## config.mk

```make
export PLATFORM = sky130hd
export DESIGN_NAME = list_mode_char_escaper
export DESIGN_NICKNAME = d
export VERILOG_FILES = /design/src/sv/lmce_pkg.sv /design/src/sv/lmce_in_reg.sv /design/src/sv/lmce_escape.sv /design/src/sv/lmce_run_buf.sv /design/src/sv/list_mode_char_escaper.sv
export SDC_FILE = /design/constraint.sdc
export NUM_CORES = 1
export LEC_CHECK = 0
export BUFFER_PORTS_ARGS = -buffer_cell sky130_fd_sc_hd__buf_2
export CAP_MARGIN = 15
export CORE_MARGIN = 4
export CORE_UTILIZATION = 44
export DETAILED_ROUTE_END_ITERATION = 10
export GPL_TIMING_DRIVEN = 0
export MAX_ROUTING_LAYER = met4
export PLACE_DENSITY_LB_ADDON = 0.2
export REMOVE_ABC_BUFFERS = 1
export SLEW_MARGIN = 15
export SYNTH_ARGS = -nofsm -noshare
export SYNTH_HDL_FRONTEND = slang
export SYNTH_SLANG_ARGS = --single-unit
```

## constraint.sdc

```tcl
create_clock -name clk -period 6.09 [get_ports clk]
set_clock_uncertainty 0.15 [all_clocks]
set_input_delay 0.3045 -clock clk [delete_from_list [all_inputs] [get_ports clk]]
set_output_delay 0.3045 -clock clk [all_outputs]
set_load 0.05 [all_outputs]
```

## src/sv/lmce_pkg.sv

```systemverilog
// Package for the list-mode character escaper.
// Holds the byte codes, the run type and the reset value of the fold column.
// No dependencies.
`timescale 1ns / 1ps

package lmce_pkg;

  localparam int unsigned MAX_RUN = 6;
  localparam int unsigned RUN_LEN_W = $clog2(MAX_RUN + 1);
  localparam int unsigned RUN_IDX_W = $clog2(MAX_RUN);

  localparam logic [6:0] FOLD_COLUMN_RESET = 7'd66;

  localparam logic [7:0] CH_BS      = 8'h08;
  localparam logic [7:0] CH_TAB     = 8'h09;
  localparam logic [7:0] CH_NL      = 8'h0A;
  localparam logic [7:0] CH_SPACE   = 8'h20;
  localparam logic [7:0] CH_BSLASH  = 8'h5C;
  localparam logic [7:0] CH_LOWER_B = 8'h62;
  localparam logic [7:0] CH_LOWER_N = 8'h6E;
  localparam logic [7:0] CH_LOWER_T = 8'h74;
  localparam logic [7:0] CH_DEL     = 8'h7F;

  // The bytes one character expands into, in emit order, and how many there are.
  typedef struct packed {
    logic [MAX_RUN-1:0][7:0] bytes;
    logic [RUN_LEN_W-1:0]    len;
  } run_t;

endpackage

```

## src/sv/lmce_in_reg.sv

```systemverilog
// Input register of the list-mode character escaper.
// Holds one accepted character until the escape stage takes it; uses lmce_pkg.
`timescale 1ns / 1ps

module lmce_in_reg (
  input  logic       clk,
  input  logic       rst_n,
  input  logic       in_valid,
  output logic       in_stall,
  input  logic [7:0] in_char_in,
  input  logic       in_list_mode,
  input  logic       take,
  output logic       held_vld,
  output logic [7:0] held_char,
  output logic       held_list
);
  import lmce_pkg::*;

  logic       vld_r, vld_nxt;
  logic [7:0] char_r;
  logic       list_r;
  logic       accept;

  // The register can refill in the same cycle that the escape stage empties it.
  assign in_stall = vld_r && !take;
  assign accept   = in_valid && !in_stall;

  always_comb begin
    vld_nxt = vld_r;
    if (accept) begin
      vld_nxt = 1'b1;
    end else if (take) begin
      vld_nxt = 1'b0;
    end
  end

  always_ff @(posedge clk) begin
    if (!rst_n) begin
      vld_r <= 1'b0;
    end else begin
      vld_r <= vld_nxt;
    end
  end

  always_ff @(posedge clk) begin
    if (accept) begin
      char_r <= in_char_in;
      list_r <= in_list_mode;
    end
  end

  assign held_vld  = vld_r;
  assign held_char = char_r;
  assign held_list = list_r;

endmodule

```

## src/sv/lmce_escape.sv

```systemverilog
// Escape stage of the list-mode character escaper.
// Expands one character into its run of bytes and keeps the column, the
// space flag and the fold column register; uses lmce_pkg.
`timescale 1ns / 1ps

module lmce_escape (
  input  logic          clk,
  input  logic          rst_n,
  input  logic          cfg_wr_en,
  input  logic [6:0]    cfg_wr_data,
  input  logic [7:0]    char_in,
  input  logic          list_mode,
  input  logic          load,
  output lmce_pkg::run_t run
);
  import lmce_pkg::*;

  logic [6:0] fold_column_r;
  logic [7:0] column_r, column_nxt;
  logic       space_r, space_nxt;

  logic                 is_nl;
  logic                 do_fold;
  logic                 is_esc2;
  logic                 is_oct;
  logic [7:0]           col_base;
  logic [3:0][7:0]      body;
  logic [RUN_LEN_W-1:0] body_len;
  logic [7:0]           final_byte;

  assign is_nl   = (char_in == CH_NL);
  assign do_fold = list_mode && !is_nl && (column_r >= {1'b0, fold_column_r});
  assign is_esc2 = (char_in == CH_BS) || (char_in == CH_TAB) || (char_in == CH_BSLASH);
  assign is_oct  = (char_in < CH_SPACE) || (char_in >= CH_DEL);
  assign col_base = do_fold ? 8'd0 : column_r;

  // Body of the run, without the fold prefix.
  always_comb begin
    body       = '0;
    body_len   = RUN_LEN_W'(1);
    body[0]    = char_in;
    final_byte = char_in;
    column_nxt = column_r;
    if (list_mode && !is_nl) begin
      if (is_esc2) begin
        body[0]  = CH_BSLASH;
        body[1]  = (char_in == CH_BS)  ? CH_LOWER_B :
                   (char_in == CH_TAB) ? CH_LOWER_T : CH_BSLASH;
        body_len = RUN_LEN_W'(2);
        final_byte = body[1];
        column_nxt = col_base + 8'd2;
      end else if (is_oct) begin
        body[0]  = CH_BSLASH;
        body[1]  = {6'b001100, char_in[7:6]};
        body[2]  = {5'b00110, char_in[5:3]};
        body[3]  = {5'b00110, char_in[2:0]};
        body_len = RUN_LEN_W'(4);
        final_byte = body[3];
        column_nxt = col_base + 8'd4;
      end else begin
        column_nxt = col_base + 8'd1;
      end
    end else if (list_mode && space_r) begin
      // A newline after a space gets a visible marker first.
      body[0]  = CH_BSLASH;
      body[1]  = CH_LOWER_N;
      body[2]  = CH_NL;
      body_len = RUN_LEN_W'(3);
    end
    if (is_nl) begin
      column_nxt = 8'd0;
    end
    space_nxt = (final_byte == CH_SPACE);
  end

  // A fold puts backslash-newline in front of the body.
  always_comb begin
    run.bytes[0] = do_fold ? CH_BSLASH : body[0];
    run.bytes[1] = do_fold ? CH_NL     : body[1];
    run.bytes[2] = do_fold ? body[0]   : body[2];
    run.bytes[3] = do_fold ? body[1]   : body[3];
    run.bytes[4] = body[2];
    run.bytes[5] = body[3];
    run.len      = do_fold ? body_len + RUN_LEN_W'(2) : body_len;
  end

  always_ff @(posedge clk) begin
    if (!rst_n) begin
      fold_column_r <= FOLD_COLUMN_RESET;
      column_r      <= 8'd0;
      space_r       <= 1'b0;
    end else begin
      if (cfg_wr_en) begin
        fold_column_r <= cfg_wr_data;
      end
      if (load) begin
        column_r <= column_nxt;
        space_r  <= space_nxt;
      end
    end
  end

endmodule

```

## src/sv/lmce_run_buf.sv

```systemverilog
// Output run register of the list-mode character escaper.
// Holds one expanded run and sends it out a byte per transfer; uses lmce_pkg.
`timescale 1ns / 1ps

module lmce_run_buf (
  input  logic           clk,
  input  logic           rst_n,
  input  lmce_pkg::run_t run,
  input  logic           src_vld,
  output logic           load,
  output logic           out_valid,
  input  logic           out_stall,
  output logic [7:0]     out_byte,
  output logic           out_last_of_run
);
  import lmce_pkg::*;

  logic [MAX_RUN-1:0][7:0] bytes_r;
  logic [RUN_LEN_W-1:0]    len_r, len_nxt;
  logic [RUN_IDX_W-1:0]    idx_r, idx_nxt;
  logic                    xfer;
  logic                    last;

  assign out_valid       = (len_r != '0);
  assign last            = (RUN_LEN_W'(idx_r) == len_r - RUN_LEN_W'(1));
  assign xfer            = out_valid && !out_stall;
  assign load            = src_vld && (!out_valid || (xfer && last));
  assign out_byte        = bytes_r[idx_r];
  assign out_last_of_run = last;

  always_comb begin
    len_nxt = len_r;
    idx_nxt = idx_r;
    if (load) begin
      len_nxt = run.len;
      idx_nxt = '0;
    end else if (xfer && last) begin
      len_nxt = '0;
      idx_nxt = '0;
    end else if (xfer) begin
      idx_nxt = idx_r + RUN_IDX_W'(1);
    end
  end

  always_ff @(posedge clk) begin
    if (!rst_n) begin
      len_r <= '0;
      idx_r <= '0;
    end else begin
      len_r <= len_nxt;
      idx_r <= idx_nxt;
    end
  end

  always_ff @(posedge clk) begin
    if (load) begin
      bytes_r <= run.bytes;
    end
  end

`ifndef SYNTHESIS
  a_len_range: assert property (@(posedge clk) disable iff (!rst_n)
    len_r <= RUN_LEN_W'(MAX_RUN))
    else $error("run length out of range");

  a_idx_in_run: assert property (@(posedge clk) disable iff (!rst_n)
    (len_r != '0) |-> (RUN_LEN_W'(idx_r) < len_r))
    else $error("run index beyond run length");

  a_load_starts: assert property (@(posedge clk) disable iff (!rst_n)
    load |=> (idx_r == '0) && (len_r != '0))
    else $error("new run did not start at its first byte");

  a_step: assert property (@(posedge clk) disable iff (!rst_n)
    (xfer && !last) |=> (idx_r == $past(idx_r) + RUN_IDX_W'(1)))
    else $error("run index did not advance after a transfer");
`endif

endmodule

```

## src/sv/list_mode_char_escaper.sv

```systemverilog
// Top level of the list-mode character escaper.
// Instantiates lmce_in_reg, lmce_escape and lmce_run_buf; uses lmce_pkg.
`timescale 1ns / 1ps

//  Channel  | Ports                                  | Direction | Handshake
//  ---------+----------------------------------------+-----------+------------------
//  input    | in_char_in[7:0], in_list_mode          | in        | in_valid/in_stall
//  result   | out_byte[7:0], out_last_of_run         | out       | out_valid/out_stall
//  config   | cfg_wr_data[6:0] (fold column)         | in        | cfg_wr_en
//
// Each character becomes a run of 1 to 6 bytes, and the result port moves one byte per
// transfer, so an item occupies the output for one transfer per byte of its run.
// The first byte of a run is offered once the character has passed the input register
// and then the run register; the next character is taken in while a run still drains,
// so one-byte runs go at one per cycle when the result side does not stall.
// Reset is synchronous and active low; it sets the fold column to 66 and clears the
// column count, the space flag and both stage valids. A stall on the result side
// holds the current byte and backs up into the input register, then into in_stall.

module list_mode_char_escaper (
  input  logic       clk,
  input  logic       rst_n,
  input  logic       in_valid,
  output logic       in_stall,
  input  logic [7:0] in_char_in,
  input  logic       in_list_mode,
  output logic       out_valid,
  input  logic       out_stall,
  output logic [7:0] out_byte,
  output logic       out_last_of_run,
  input  logic       cfg_wr_en,
  input  logic [6:0] cfg_wr_data
);
  import lmce_pkg::*;

  logic       held_vld;
  logic [7:0] held_char;
  logic       held_list;
  logic       load;
  run_t       run;

  // The input register parts the input handshake from the escape logic.
  lmce_in_reg u_in_reg (
    .clk          (clk),
    .rst_n        (rst_n),
    .in_valid     (in_valid),
    .in_stall     (in_stall),
    .in_char_in   (in_char_in),
    .in_list_mode (in_list_mode),
    .take         (load),
    .held_vld     (held_vld),
    .held_char    (held_char),
    .held_list    (held_list)
  );

  // The escape stage builds the whole run in one pass and updates the column and
  // space flag at the moment the run is loaded, so state always follows run order.
  lmce_escape u_escape (
    .clk         (clk),
    .rst_n       (rst_n),
    .cfg_wr_en   (cfg_wr_en),
    .cfg_wr_data (cfg_wr_data),
    .char_in     (held_char),
    .list_mode   (held_list),
    .load        (load),
    .run         (run)
  );

  // The run register loads a new run when it is empty or its last byte leaves.
  lmce_run_buf u_run_buf (
    .clk             (clk),
    .rst_n           (rst_n),
    .run             (run),
    .src_vld         (held_vld),
    .load            (load),
    .out_valid       (out_valid),
    .out_stall       (out_stall),
    .out_byte        (out_byte),
    .out_last_of_run (out_last_of_run)
  );

endmodule

```

; ---- After elaboration in Yosys (flattened, before gate mapping)
; Cells that the tools add are included.
[totals]
wordCells = 83
out_inout_bits = 11
input_bits = 21
register_bits = 80
[classes]
add_sub_neg = 6
muxes = 29
order_cmp = 4
bitwise = 1
reduce_logical = 23
eq_ne = 6
[op_table]
columns = cell, n
row1 = $mux W8, 12
row2 = $mux W30, 1
row3 = $bmux W8 S3, 1
row4 = $eq A8 B4 Y1 const B, 3
row5 = $mux W24, 1
row6 = $mux W20, 1
row7 = $mux W3, 6
row8 = $mux W16, 1
row9 = $mux W14, 1
row10 = $mux W6, 2
row11 = $add A8 B1 Y8 const B, 1
row12 = $add A8 B2 Y8 const B, 1
row13 = $add A8 B3 Y8 const B, 1
row14 = $eq A8 B6 Y1 const B, 1
row15 = $eq A8 B7 Y1 const B, 1
row16 = $ge A8 B7 Y1, 1
row17 = $ge A8 B7 Y1 const B, 1
row18 = $logic_and A1 B1 Y1, 8
row19 = $lt A8 B6 Y1 const B, 1
row20 = $reduce_bool A2 Y1, 3
row21 = $logic_not A1 Y1, 5
row22 = $logic_or A1 B1 Y1, 4
row23 = $lt A3 B4 Y1 const B, 1
row24 = $add A3 B1 Y3 const B, 1
row25 = other kinds (9), 10

; ---- Depth between registers and ports, before layout
[logic_depth]
depth_word = 10
ltp_mapped = 13
ltp_nobuf = 13

; ---- Cells and area by module
; A second synthesis with hierarchy kept.
[unflattened]
cells_unflattened = 375
area_unflattened_um2 = 4300.4
[by_module_without_submodules]
columns = mod, instances, seq_area_each_um2, cells_per_inst, area_per_inst_um2
row1 = lmce_run_buf, 1, 1561.5, 126, 2238.4
row2 = lmce_escape, 1, 320.3, 236, 1744.2
row3 = lmce_in_reg, 1, 290.3, 13, 317.8

; ---- Worst setup path after synthesis
; Ideal clock, no wire load.
[synth_timing]
kind = flip-flop to flip-flop
from = reg u_run_buf.len_r[0]
to = reg u_escape.column_r[5]
t_required_ns = 5.867
path_stages_with_launch = 8
path_buffers = 0
period_less_slack_ns = 4.847
arrival_time_ns = 4.623
setup_slack_ns = 1.243
setup_ns = 0.073
path_cell_list = dfxtp_1 inv_1 ha_1 xnor2_1 o41ai_2 nand4b_1 or4_1 o211ai_2
[synth_between]
elab_chain_cells = 6
word_cells_on_any_way = 9
cone_classes = 1 x add/sub / 1 x eq/ne / 7 x reduce/logical
[synth_lines]
columns = item, line_no
row1 = from (decl), lmce_run_buf.sv:19  ; logic [RUN_LEN_W-1:0] len_r, len_nxt;
row2 = from (signal assigned), lmce_run_buf.sv:50  ; len_r <= len_nxt;
row3 = $sub A3 B1 Y3 or $reduce_bool A3 Y1 (tied branches), "lmce_run_buf.sv:25, lmce_run_buf.sv:24"
row4 = $eq A3 B3 Y1 or $logic_and A1 B1 Y1 (tied branches), "lmce_run_buf.sv:25, lmce_run_buf.sv:26"
row5 = $logic_and A1 B1 Y1, lmce_run_buf.sv:27  ; assign load = src_vld && (!out_valid || (xfer && last));
row6 = $logic_or A1 B1 Y1 *, lmce_run_buf.sv:27
row7 = $logic_and A1 B1 Y1 *, lmce_run_buf.sv:27
row8 = net load, list_mode_char_escaper.sv:39  ; logic load;
row9 = $reduce_and A2 Y1 (no line) *, --
row10 = to (signal assigned), lmce_escape.sv:97  ; column_r <= column_nxt;
row11 = to (decl), lmce_escape.sv:19  ; logic [7:0] column_r, column_nxt;
; The timed path passes the listed nets; every way through them passes the cells marked *.
; A chain may end at the register's enable or synchronous reset.

; ---- Worst setup path after layout
[layout_timing]
from = reg u_escape.column_r[0]
to = reg u_escape.column_r[4]
[layout_between]
elab_chain_cells = 8
word_cells_on_any_way = 10
cone_classes = 3 x add/sub / 1 x order compare / 5 x mux / 1 x reduce/logical
[layout_lines]
columns = item, line_no
row1 = $ge A8 B7 Y1, lmce_escape.sv:32  ; assign do_fold = list_mode && !is_nl && (column_r >= {1'b0, fold_column_r});
row2 = $logic_and A1 B1 Y1, lmce_escape.sv:32
row3 = $mux W8 *, lmce_escape.sv:35  ; assign col_base = do_fold ? 8'd0 : column_r;
row4 = $add A8 B1 Y8 or $add A8 B3 Y8 (tied branches), "lmce_escape.sv:61, lmce_escape.sv:59"
row5 = $mux W8, lmce_escape.sv:52  ; end else if (is_oct) begin
row6 = $mux W8 *, lmce_escape.sv:45  ; if (is_esc2) begin
row7 = $mux W8 *, lmce_escape.sv:44  ; if (list_mode && !is_nl) begin
row8 = $mux W8 *, lmce_escape.sv:70  ; if (is_nl) begin
; Every way passes the cells marked *; elsewhere a longest branch is shown, timed or not. The select of a mux whose other input is x is not followed.

==> metrics.txt <==
Mapped Area 3890 um^2; vias in the first global route 2852; critical path cell sequence inv_1 > ha_1 > nor2_1 > a211oi_1 > nor2_1 > nor2_1 > nor2_1 > ha_1 > a311oi_1 > a21boi_0 > o211ai_1 > a21oi_1 > a22o_1; Hold Startpoint cfg_wr_data[6]; number of synthesized register bits 70; Mean Syn Cell Area 10.3 um^2; internal power 0.000832 W; DRT Pass-1 Iters 4; Filler cells 816; crit end category register; Post-synth top flop edfxtp_1; post-synth cell types 65; commonest non-fill, non-tap cells in the layout edfxtp_1, nor2_1, buf_2, nand2_1, inv_1; sequential area share after synthesis 0.481; share of layout cells above drive strength 1 0.166; hold path endpoint u_escape.fold_column_r[6]; final hold violations 0; crit path kind register to register; Final min period 4.03 ns; H-tree level count 3; clk_lat worst skew 0.35 ns; grt ovf 0; GP Congestion 0.951; multiplexer area fraction after synthesis 0.0656; GRT Overall Usage 0.186; CP max FO 15; Switching Fraction 0.267; R2R depth 13; Final Util 0.512; commonest non-fill, non-tap cell in the layout edfxtp_1; outcome finished clean; PwrDens 255 nW/um^2; Hold Path Class primary input to register; vias per inst 5.63; period utilization 0.662; number of cells on the critical path 13; clock buffer depth 2; HPWL after DPL 6.28 mm; RSZ-0062 raised after global routing no; fin area 4440 um^2; data arrival time of the worst path 4.12 ns; Hold Path Depth 3; P&R area growth vs syn 14.2%; XOR/XNOR Fraction of Synth Area 0.0264; Flop pwr share 0.495; Final setup violation count 0; final max-slew violation count 0; Max rail drop VDD 0.134 mV; drt drc 0; TritonCTS buffer count 9; Clock Root Buffer clkbuf_8; worst path required time 6.18 ns; row count 34; initial antenna violation count 0; Mapped Cells 376; CTS tree built; die width 102 um; Placement Setup Slack 2.13 ns; RR Endpoint u_escape.column_r[4]; wire per inst 16.8 um; PortBufs 31; Leak 1.70 nW; Synth Area in Simple Gates 0.164; crit path launch type register; Slowest cell on crit path a211oi_1; EDFF count, synth 47; Max Fclk 248 MHz; Starting Density 0.448; asr flop ratio synth 0; largest net degree at the start of global routing 22; Slew HR 0.264; Ant. Diodes 0; crit path buf inv count 1; Adder-Cell Fraction of Synth Area 0.0418; DR iter-0 viols 156; setup slack after layout 2.06 ns; clock transition at the registers of the reported paths 0.07 ns; clock power share 0.365; Detail Route Antenna Nets 0; I/O pin total 32; CP delay by family, top compound AO/OA/AOI/OAI gates; worst slew pin tran 1.10 ns; Core ar. 8680 um^2; post-synthesis compound-gate area fraction 0.169; reg2reg start u_escape.column_r[0]; clock sink count 70; die height 102 um; total of max-cap violations 0; FF-to-FF setup slack 2.06 ns; Sw Pwr 0.000303 W; global-route wire length before repair 14.5 mm; Via Count 2951; Synth warnings 0; largest family of logic cells by synthesized area compound AO/OA/AOI/OAI gates; worst hold-check slack 0.0223 ns; CP max stage delay 0.55 ns; placed cell area 4130 um^2; full die area 10400 um^2; combinational share of power 0.140; most used cell, CP nor2_1; Total Nets Final 445; final wirelength 8.80 mm
[flip-flops by register name, indices dropped and copies added (netlist names)]
name and cells:
u_run_buf.idx_r 3, u_escape.fold_column_r 7, u_escape.space_r 1, u_in_reg.held_list 1
u_run_buf.bytes_r 38, u_in_reg.held_char 8, u_escape.column_r 8, u_in_reg.held_vld 1
u_run_buf.len_r 3
[metal layers]
metal / global-route usage / routed length (um)
met2: 0.288 / 4130
met1: 0.245 / 4020
met5: - / 0
met4: 0.0585 / 153
met3: 0.0410 / 508
[Yosys cell counts, types with 3 or more instances]
library cell,instances,area (um^2)
a21oi_1,20,100
nor2_1,37,139
dfxtp_1,23,460
or3_1,3,18.8
xnor2_1,7,61.3
nand4b_1,3,26.3
nor3_1,7,35.0
and2_1,4,25.0
buf_6,3,33.8
o22ai_1,8,50.1
clkbuf_1,13,48.8
inv_1,26,97.6
nand3b_1,3,22.5
ha_1,13,163
a211oi_1,4,30.0
nand3_1,4,20.0
nor4b_1,3,26.3
o211ai_1,7,52.6
o21a_1,4,30.0
mux2i_1,12,120
nor2b_1,11,68.8
edfxtp_1,47,1410
a31oi_1,3,18.8
and3_1,5,31.3
nand2_1,29,109
mux4_2,6,135
a22o_1,3,26.3
nand2b_1,4,25.0
o21ai_0,16,80.1
[metrics by stage]
step	total power (W)	setup TNS, ns	cells
final	0.00113	0	524
after global routing	0.00118	0	524
after CTS	0.00115	0	524
after detailed placement	0.000727	0	499
after global placement	0.000719	-4.34	495
after floorplan	0.000675	0	356
[power by group through the flow]
stage | sequential [W] | clock (W) | combinational, W
finish | 0.000561 | 0.000414 | 0.000159
floorplan | 0.000565 | 0 | 0.000110
global route | 0.000565 | 0.000445 | 0.000175
detailed placement | 0.000572 | 0 | 0.000155
global placement | 0.000574 | 0 | 0.000146
CTS | 0.000561 | 0.000427 | 0.000160
[cell type report]
| cell class | instances | area (um^2) | share of cell area |
|---|---|---|---|
| clock buffers | 9 | 124 | 0.0279 |
| clock inverters | 7 | 97.6 | 0.0220 |
| inverters | 27 | 101 | 0.0228 |
| multi-input cells | 259 | 1830 | 0.411 |
| flip-flops and latches | 70 | 1870 | 0.421 |
| well taps | 108 | 135 | 0.0304 |
| repair buffers | 44 | 287 | 0.0645 |
[tightest hold or removal path, stage by stage]
cell and delay, ns:
buf_2 0.07, nand2_1 0.04, o211ai_1 0.06
[logic make-up after synthesis]
kind of cell,count (synthesis)
xor+xnor,10
simple gates,124
mux,18
fa+ha+maj,13
flops,70
compound gates,93
buf+inv,47
other cells,1
[timing repair]
| item | CTS | global route |
|---|---|---|
| gates resized for setup | 0 | 0 |
| buffers inserted | 0 | 0 |
| setup endpoints to repair | 0 | 0 |
| hold buffers | 9 | 0 |
| hold endpoints to repair | 9 | 0 |
[how the worst max path moves through the flow]
stage / endpoint / slack [ns] / startpoint
final: u_escape.column_r[4] / 2.06 / u_escape.column_r[0]
after global routing: u_escape.column_r[7] / 1.72 / u_escape.fold_column_r[6]
after CTS: u_escape.column_r[4] / 2.11 / u_escape.column_r[0]
after detailed placement: u_escape.column_r[4] / 2.13 / u_escape.column_r[0]
after global placement: u_escape.column_r[4] / -0.65 / u_run_buf.idx_r[0]
after floorplan: u_escape.column_r[5] / 1.09 / u_run_buf.idx_r[2]
(Power assumes the default switching activity.)
